`src/rtl/spr_pkg.sv`:
```
// ----------------------------------------------------------------------------
// spr_pkg
// Shared types, command codes and constant dividers for the servo position
// ramp.
// ----------------------------------------------------------------------------
package spr_pkg;

	localparam int CMD_W = 2;
	localparam int UNITS_W = 10;
	localparam int SPEED_W = 11;
	localparam int TENTHS_W = 14;
	localparam int POS_W = 11;

	localparam logic [CMD_W-1:0] CMD_TICK = 2'd0;
	localparam logic [CMD_W-1:0] CMD_SET = 2'd1;
	localparam logic [CMD_W-1:0] CMD_STOP = 2'd2;
	localparam logic [CMD_W-1:0] CMD_QUICK = 2'd3;

	localparam logic [0:0] REG_LOWER = 1'd0;
	localparam logic [0:0] REG_UPPER = 1'd1;

	// Reciprocals in 0.16 fixed point, rounded up so that truncation is exact
	// over the 14-bit and 15-bit operand ranges in use.
	localparam logic [15:0] RECIP_10 = 16'd6554;
	localparam logic [15:0] RECIP_5 = 16'd13108;

	typedef logic signed [TENTHS_W-1:0] tenths_t;
	typedef logic signed [UNITS_W-1:0] units_t;
	typedef logic signed [POS_W-1:0] pos_t;

	// Division by ten, truncated toward zero.
	function automatic pos_t div10(input tenths_t x);
		logic [13:0] mag;
		logic [29:0] prod;
		logic [10:0] q;
		mag = x[13] ? 14'(-x) : 14'(x);
		prod = 30'(mag) * 30'(RECIP_10);
		q = prod[26:16];
		return x[13] ? pos_t'(-q) : pos_t'(q);
	endfunction

	// Division by five, truncated toward zero.
	function automatic logic signed [11:0] div5(input logic signed [14:0] d);
		logic [14:0] mag;
		logic [30:0] prod;
		logic [11:0] q;
		mag = d[14] ? 15'(-d) : 15'(d);
		prod = 31'(mag) * 31'(RECIP_5);
		q = prod[27:16];
		return d[14] ? 12'(-q) : 12'(q);
	endfunction

	// Ten times a whole-unit value, as tenths.
	function automatic tenths_t times10(input units_t u);
		tenths_t w;
		w = tenths_t'(u);
		return (w <<< 3) + (w <<< 1);
	endfunction

endpackage

```
`src/rtl/servo_position_ramp.sv`:
```
// A result passes through the s1, s2 and s3 registers after its input transfer.
// Throughput: one command per cycle while the result side is not stalled; the
// position update is a combinational add-and-clamp on the state registers, so
// commands may follow back to back. A stall on the result side holds the whole
// three-register pipeline. Reset (arst_n low) clears position, target and speed
// to zero and loads the window limits with -42 and 90.
// ----------------------------------------------------------------------------
// servo_position_ramp
// Servo setpoint stepper: moves a position in tenths toward a target under a
// speed limit and a configurable window.
// ----------------------------------------------------------------------------
module servo_position_ramp
	import spr_pkg::*;
(
	input  logic        clk,
	input  logic        arst_n,
	input  logic        cfg_we,
	input  logic [0:0]  cfg_index,
	input  logic [9:0]  cfg_data,
	input  logic        s_tvalid,
	output logic        s_tready,
	input  logic [23:0] s_tdata,   // target[9:0], speed[20:10], zero pad
	input  logic [1:0]  s_tuser,   // command[1:0]
	output logic        m_tvalid,
	input  logic        m_tready,
	output logic [31:0] m_tdata    // position_tenths[13:0], position[24:14],
	                               // at_target[25], zero pad
);

	units_t lower_q, upper_q;
	tenths_t cur_q;
	units_t target_q;
	logic [SPEED_W-1:0] speed_q;

	logic en;
	logic valid_s1, valid_s2, valid_s3;
	logic [CMD_W-1:0] cmd_s1;
	units_t tgt_s1;
	logic [SPEED_W-1:0] speed_s1;
	tenths_t tenths_s2;
	units_t target_s2;
	tenths_t tenths_s3;
	pos_t pos_s3;
	logic at_target_s3;

	pos_t cur_units;
	tenths_t tgt_x10, lo_x10, hi_x10;
	logic signed [14:0] diff;
	logic signed [12:0] step_raw, step, sp;
	logic signed [15:0] sum;
	tenths_t clamped;
	tenths_t cur_d;
	units_t target_d;
	logic [SPEED_W-1:0] speed_d;
	pos_t pos_new;

	// The pipeline moves as one while the result register is free or drained.
	assign en = !valid_s3 || m_tready;
	assign s_tready = en;

	always_ff @(posedge clk or negedge arst_n) begin
		if (!arst_n) begin
			lower_q <= -10'sd42;
			upper_q <= 10'sd90;
		end else if (cfg_we) begin
			case (cfg_index)
				REG_LOWER: lower_q <= cfg_data;
				REG_UPPER: upper_q <= cfg_data;
				default: ;
			endcase
		end
	end

	always_ff @(posedge clk or negedge arst_n) begin
		if (!arst_n) begin
			valid_s1 <= 1'b0;
			valid_s2 <= 1'b0;
			valid_s3 <= 1'b0;
		end else if (en) begin
			valid_s1 <= s_tvalid;
			valid_s2 <= valid_s1;
			valid_s3 <= valid_s2;
		end
	end

	always_ff @(posedge clk) begin
		if (en) begin
			cmd_s1 <= s_tuser;
			tgt_s1 <= s_tdata[9:0];
			speed_s1 <= s_tdata[20:10];
			tenths_s2 <= cur_d;
			target_s2 <= target_d;
			tenths_s3 <= tenths_s2;
			pos_s3 <= pos_new;
			at_target_s3 <= (pos_new == pos_t'(target_s2));
		end
	end

	// Step calculation on the current state.
	always_comb begin
		cur_units = div10(cur_q);
		tgt_x10 = times10(target_q);
		lo_x10 = times10(lower_q);
		hi_x10 = times10(upper_q);
		diff = 15'(tgt_x10) - 15'(cur_q);
		step_raw = 13'(div5(diff)) + 13'sd5;
		sp = $signed({2'b00, speed_q});
		if (step_raw > sp) begin
			step = sp;
		end else if (step_raw < -sp) begin
			step = -sp;
		end else begin
			step = step_raw;
		end
		sum = 16'(cur_q) + 16'(step);
		// With an inverted window the lower bound wins only for sums below it.
		if (sum < 16'(lo_x10)) begin
			clamped = lo_x10;
		end else if (sum > 16'(hi_x10)) begin
			clamped = hi_x10;
		end else begin
			clamped = sum[13:0];
		end
	end

	always_comb begin
		cur_d = cur_q;
		target_d = target_q;
		speed_d = speed_q;
		case (cmd_s1)
			CMD_TICK: begin
				if (cur_units != pos_t'(target_q)) begin
					cur_d = clamped;
				end
			end
			CMD_SET: begin
				target_d = tgt_s1;
				speed_d = speed_s1;
			end
			CMD_STOP: begin
				target_d = cur_units[9:0];
				speed_d = '0;
			end
			CMD_QUICK: begin
				cur_d = tgt_x10;
				speed_d = '0;
			end
			default: ;
		endcase
	end

	always_ff @(posedge clk or negedge arst_n) begin
		if (!arst_n) begin
			cur_q <= '0;
			target_q <= '0;
			speed_q <= '0;
		end else if (en && valid_s1) begin
			cur_q <= cur_d;
			target_q <= target_d;
			speed_q <= speed_d;
		end
	end

	assign pos_new = div10(tenths_s2);

	assign m_tvalid = valid_s3;
	assign m_tdata = {6'b0, at_target_s3, pos_s3, tenths_s3};

endmodule

```
`config.mk`:
```
export PLATFORM = sky130hd
export DESIGN_NAME = servo_position_ramp
export DESIGN_NICKNAME = d
export VERILOG_FILES = /design/src/rtl/spr_pkg.sv /design/src/rtl/servo_position_ramp.sv
export SDC_FILE = /design/constraint.sdc
export NUM_CORES = 1
export LEC_CHECK = 0
export BUFFER_PORTS_ARGS = -buffer_cell sky130_fd_sc_hd__buf_2
export CAP_MARGIN = 15
export CORE_MARGIN = 5
export CORE_UTILIZATION = 24
export CTS_BUF_LIST = sky130_fd_sc_hd__clkbuf_8 sky130_fd_sc_hd__clkbuf_16
export CTS_CLUSTER_SIZE = 30
export DETAILED_ROUTE_END_ITERATION = 10
export GPL_TIMING_DRIVEN = 0
export SETUP_SLACK_MARGIN = 0.15
export SLEW_MARGIN = 25
export SYNTH_ARGS = -nofsm -noshare
export SYNTH_HDL_FRONTEND = slang
export SYNTH_SLANG_ARGS = --single-unit
```
`constraint.sdc`:
```
create_clock -name clk -period 43.6 [get_ports clk]
set_input_delay 2.18 -clock clk [delete_from_list [all_inputs] [get_ports clk]]
set_output_delay 2.18 -clock clk [all_outputs]
set_load 0.02 [all_outputs]
```
Word level (Yosys, flattened, before mapping):

Cells that the tools add are included.

* add/sub/neg operators: 13
* multipliers: 3
* order comparisons: 4
* equality and inequality tests: 5
* mux-type cells: 14
* bitwise gates (word level): 1
* reduce and logical (&&, ||, !) cells: 9

Operators by type and width (number)
* $mux 14: 5
* $mul 14x12->26 const B: 2
* $add 13x11->14: 3
* $neg 14->14: 2
* $pmux 14 s2: 1
* $mul 15x12->26 const B: 1
* $mux 13: 2
* $mux 11: 2
* $neg 11->11: 2
* $pmux 11 s2: 1
* $pmux 10 s2: 1
* $add 14x13->15: 1
* $gt 15x14->1: 1
* $lt 15x14->1: 1
* $mux 15: 1
* $neg 15->15: 1
* $sub 14x14->15: 1
* $add 12x4->13 const B: 1
* $gt 13x12->1: 1
* $lt 13x13->1: 1
* $neg 11->13: 1
* $mux 12: 1
* $neg 12->12: 1
* $eq 11x10->1: 1
* 11 further kinds: 14

* bits in registers: 131
* bits of input ports: 42
* output and inout bits: 34
* logic and storage cells: 65

Depth between registers and ports, before layout:

* depth in word-level cells: 17
* gate-level depth with buffers: 82
* depth with buffers taken out: 76

Least setup slack after synthesis:

No wires, ideal clock.

* path kind: reg-to-reg
* start point: reg target_q[0]
* end point: reg tenths_s2[12], data pin
* library setup time: 0.261 ns
* data arrival time: 15.706 ns
* data required time: 43.339 ns
* setup slack: 27.633 ns
* stages on the path, launching flop included: 76
* path buffers: 5
* clock period less this slack: 15.967 ns
* path through: dfrtp_1 ha_1 inv_1 fa_1 inv_1 a21oi_1 o21bai_1 a21oi_1 o21bai_1 xor2_1 ha_1 a21oi_1 o31ai_1 or3_1 o21ai_1 and2_1 buf_2 clkbuf_1 [... 40 more ...] fa_1 nand3_1 a21oi_1 nor2_1 xnor2_1 ha_1 a2111oi_0 a21oi_1 maj3_1 maj3_1 maj3_1 o2111ai_1 nand4_1 o21ai_1 clkbuf_1 nand2_1 o31a_1 a221o_1

* longest elaborated chain between the ends: 17
* elaborated cells on any way between the ends: 20
* those cells by class: add/sub: 6; mul: 1; order compare: 4; eq/ne: 1; mux: 8

RTL lines
* start: declaration: RTL line servo_position_ramp.sv:32 `units_t target_q;`
* start signal: assignment: RTL line servo_position_ramp.sv:159 `target_q <= target_d;`
* $add 13x11->14: RTL line spr_pkg.sv:57 `return (w <<< 3) + (w <<< 1);`
* $sub 14x14->15: RTL line servo_position_ramp.sv:105 `diff = 15'(tgt_x10) - 15'(cur_q);`
* $neg 15->15: RTL line spr_pkg.sv:47 `mag = d[14] ? 15'(-d) : 15'(d);`
* $mux 15: RTL line spr_pkg.sv:47
* $mul 15x12->26: RTL line spr_pkg.sv:48 `prod = 31'(mag) * 31'(RECIP_5);`
* $neg 12->12: RTL line spr_pkg.sv:50 `return d[14] ? 12'(-q) : 12'(q);`
* $mux 12: RTL line spr_pkg.sv:50
* $add 12x4->13: RTL line servo_position_ramp.sv:106 `step_raw = 13'(div5(diff)) + 13'sd5;`
* [... 2 more ...]
* $mux 13: RTL line servo_position_ramp.sv:108 `if (step_raw > sp) begin`
* $add 14x13->15: RTL line servo_position_ramp.sv:115 `sum = 16'(cur_q) + 16'(step);`
* $gt 15x14->1: RTL line servo_position_ramp.sv:119 `end else if (sum > 16'(hi_x10)) begin`
* $mux 14: RTL line servo_position_ramp.sv:119
* $mux 14: RTL line servo_position_ramp.sv:117 `if (sum < 16'(lo_x10)) begin`
* $mux 14: RTL line servo_position_ramp.sv:132 `if (cur_units != pos_t'(target_q)) begin`
* $pmux 14 s2 *: RTL line servo_position_ramp.sv:130 `case (cmd_s1)`
* via cur_d[12]: RTL line servo_position_ramp.sv:52 `tenths_t cur_d;`
* end signal: assignment: RTL line servo_position_ramp.sv:91 `tenths_s2 <= cur_d;`
* end: declaration: RTL line servo_position_ramp.sv:40 `tenths_t tenths_s2;`

Mark *: on every way through the listed nets, which the timed path passes. The rest lies on a longest branch.
A chain may end at the register's enable or synchronous reset.

Final worst setup path:

Same ends and word-level chain as after synthesis.

==> flow_metrics.env <==
export IMPL_antenna_found_initial=4
export IMPL_cts_resized=0
export IMPL_skew_ns=0.0158
export IMPL_ctsHoldBuffers=0
export IMPL_via_per_inst=4.58
export IMPL_drc=0
export IMPL_overflow=0
export IMPL_grt_pass1_vias=16157
export IMPL_die_area_um2=93500
export IMPL_use_met2_pct=19.6
export IMPL_drtAntennaViolNets=0
export IMPL_finalCriticalPeriod_ns=19.66
export IMPL_die_height_um=306
export IMPL_reg2reg_depth=74
export IMPL_busiest_layer="met2"
export IMPL_synth_distinct_cells=103
export IMPL_startpoint="target_q[0]$_DFFE_PN0P_"
export IMPL_crit_type="reg2reg"
export IMPL_drv_cap=0
export IMPL_cts_sinks=131
export IMPL_cts_tree="yes"
export IMPL_use_met1_pct=14.6
export IMPL_fin_crit_sh_pct=45.1
export IMPL_place_congestion=0.849
export IMPL_clk_insertion_delay_late_ns=0.46
export IMPL_critical_path_slowest_cell="a2111oi_4"
export IMPL_hold_path_class="reg2reg"
export IMPL_syn_area_um2=21000
export IMPL_finalHoldViolCount=0
export IMPL_ys_flop_type="edfxtp_1"
export IMPL_area_growth_pct=11.8
export IMPL_synth_area_per_cell_um2=9.44
export IMPL_layout_nets=2893
export IMPL_synth_edff_count=73
export IMPL_fp_dieW_um=306
export IMPL_outcome="finished clean"
export IMPL_synth_seq_area_share_pct=17.4
export IMPL_ios=76
export IMPL_worstPathArrival_ns=19.87
export IMPL_path_clk_slew_ns=0.07
export IMPL_min_from="valid_s2$_DFFE_PN0N_"
export IMPL_coreArea_um2=86800
export IMPL_initial_utilization_pct=24.2
export IMPL_cts_buffer_depth=2
export IMPL_vias=15979
export IMPL_drv_slew=0
export IMPL_grt_pass1_wl_um=85300
export IMPL_wl_per_cell_um=15.0
export IMPL_cts_root_buffer="clkbuf_16"
export IMPL_htreeDepth=4
export IMPL_slowest_delay_ns=0.78
export IMPL_dpl_hpwl_um=44200
export IMPL_rr_startpoint="target_q[0]$_DFFE_PN0P_"
export IMPL_drive_gt1_share_pct=9.41
export IMPL_fmax_ghz=0.0509
export IMPL_io_buffers=66
export IMPL_setup_viol=0
export IMPL_totalWireLength_um=52300
export IMPL_synthArstFlopShare_pct=44.3
export IMPL_max_slew_margin_pct=38.3
export IMPL_min_path_cells=2
export IMPL_required_ns=43.81
export IMPL_cts_made_buffers=17
export IMPL_crit_fanout=10
export IMPL_rsz0062_at_grt="false"
export IMPL_grt_util_met3_pct=1.52
export IMPL_tns_ns=0
export IMPL_synth_cells=2223
export IMPL_path_common_cell="ha_1"
export IMPL_grt_usage_pct=11.1
export IMPL_post_cts_setup_buffers=0
export IMPL_n_fill_cell=9285
export IMPL_grt_max_degree=45
export IMPL_cp_start_kind="flip-flop"
export IMPL_rows=108
export IMPL_dr_pass1_iters=8
export IMPL_ys_ff_latch=131
export IMPL_synth_warnings=0
export IMPL_drtIter0Drc=916
export IMPL_end_kind="flip-flop"
export IMPL_worstMarginPinSlew_ns=0.919
==> worst max-delay path: cells and delay by family, from the launching register on <==
| kind | cells | cell delay (ns) |
|---|---|---|
| compound gates | 20 | 5.22 |
| xor+xnor | 5 | 1.78 |
| fa+ha+maj | 18 | 6.37 |
| buf+inv | 12 | 2.48 |
| flops | 1 | 0.63 |
| simple gates | 19 | 2.91 |
==> logic make-up (layout without fill, tap and decap cells) <==
logic type               count (synthesis)  after routing  synth area share (%)
AO/OA/AOI/OAI                          458            458                  15.1
AND/OR/NAND/NOR                        462            462                  11.5
flip-flops                             131            131                  17.4
multiplexers                            62             62                  3.18
other                                    1              9                0.0179
adder cells (fa/ha/maj)                543            543                  37.6
buffers and inverters                  368            468                  6.86
XOR/XNOR                               198            198                  8.33
==> synthesized netlist by cell type (11+ instances only) <==
library cell / number / area (um2)
mux2_2: 37 / 417
and2_1: 19 / 119
nand3_1: 48 / 240
dfrtp_1: 47 / 1180
a31oi_1: 12 / 75.1
o21ai_0: 86 / 430
xnor2_1: 142 / 1240
fa_1: 149 / 2980
edfxtp_1: 73 / 2190
a21o_1: 30 / 225
o31ai_1: 17 / 128
nand2b_1: 21 / 131
nand4_1: 20 / 125
buf_4: 12 / 90.1
or3_1: 15 / 93.8
or4_1: 12 / 90.1
a221o_1: 13 / 130
mux2i_1: 25 / 250
ha_1: 387 / 4840
clkbuf_1: 37 / 139
xor2_1: 54 / 473
nor2b_1: 23 / 144
nor3_1: 43 / 215
a21oi_1: 111 / 556
o21bai_1: 12 / 90.1
a22oi_1: 21 / 158
a211oi_1: 11 / 82.6
dfstp_2: 11 / 289
o21a_1: 28 / 210
inv_1: 308 / 1160
nor2_1: 90 / 338
o21ai_1: 12 / 60.1
nand2_1: 104 / 390
==> final cells by class <==
cell class | instances | area [um2] | share of cell area, %
Sequential cell | 131 | 3660 | 15.6
Antenna cell | 3 | 7.51 | 0.0320
Tap cell | 1155 | 1450 | 6.16
Buffer | 58 | 277 | 1.18
Clock inverter | 15 | 178 | 0.757
Timing Repair Buffer | 68 | 380 | 1.62
Multi-Input combinational cell | 1729 | 15900 | 67.9
Inverter | 310 | 1160 | 4.96
Clock buffer | 17 | 425 | 1.81
==> worst paths after layout <==
| path | endpoint | slack, ns |
|---|---|---|
| min in group asynchronous | speed_q[9]$_DFFE_PN0P_ | 1.63 |
| max in group asynchronous | lower_q[4]$_DFFE_PN1P_ | 41.41 |
| hold reg to reg | m_tvalid$_DFFE_PN0N_ | 0.45 |
| hold / removal | m_tvalid$_DFFE_PN0N_ | 0.45 |
| setup / recovery | tenths_s2[12]$_DFFE_PN_ | 23.94 |
| setup reg to reg | tenths_s2[12]$_DFFE_PN_ | 23.94 |
==> layout by cell type, fill, tap and decap left out, types with 28 or more instances in the layout <==
| cell | n |
|---|---|
| nor2_1 | 90 |
| edfxtp_1 | 73 |
| fa_1 | 149 |
| ha_1 | 387 |
| o21a_1 | 28 |
| dfrtp_1 | 47 |
| inv_1 | 308 |
| xnor2_1 | 142 |
| a21oi_1 | 111 |
| o21ai_0 | 86 |
| xor2_1 | 54 |
| buf_2 | 70 |
| nor3_1 | 43 |
| nand2_1 | 104 |
| mux2_2 | 37 |
| a21o_1 | 30 |
| clkbuf_1 | 37 |
| nand3_1 | 48 |
==> state kept, by name (all words and copies together), names as in the netlist, 2 cells and up <==
signal and flops:
cmd_s1 2, cur_q 14, lower_q 10, pos_s3 11
speed_q 11, speed_s1 11, target_q 10, target_s2 10
tenths_s2 14, tenths_s3 14, tgt_s1 10, upper_q 10
==> per-stage QoR <==
step / cells / hold WS [ns] / utilization, % / cell area (um2) / worst slack, ns
finish: 3486 / 0.451 / 27.0 / 23500 / 23.94
global placement: 3449 / 0.436 / 26.3 / 22800 / 24.23
CTS: 3483 / 0.451 / 27.0 / 23500 / 24.05
detailed placement: 3451 / 0.435 / 26.3 / 22900 / 24.22
floorplan: 2228 / 0.411 / - / 21000 / 27.63
global route: 3483 / 0.486 / 27.0 / 23500 / 22.59
==> metal layers <==
metal	routed length [um]	part of all wire [%]
met5	12	0.023
met4	783	1.5
met3	1690	3.2
met2	25200	48
met1	24600	47
Power is left out: the tool's default activity adds up to more than one toggle a clock period on the data nets, which glitch-free logic cannot reach.
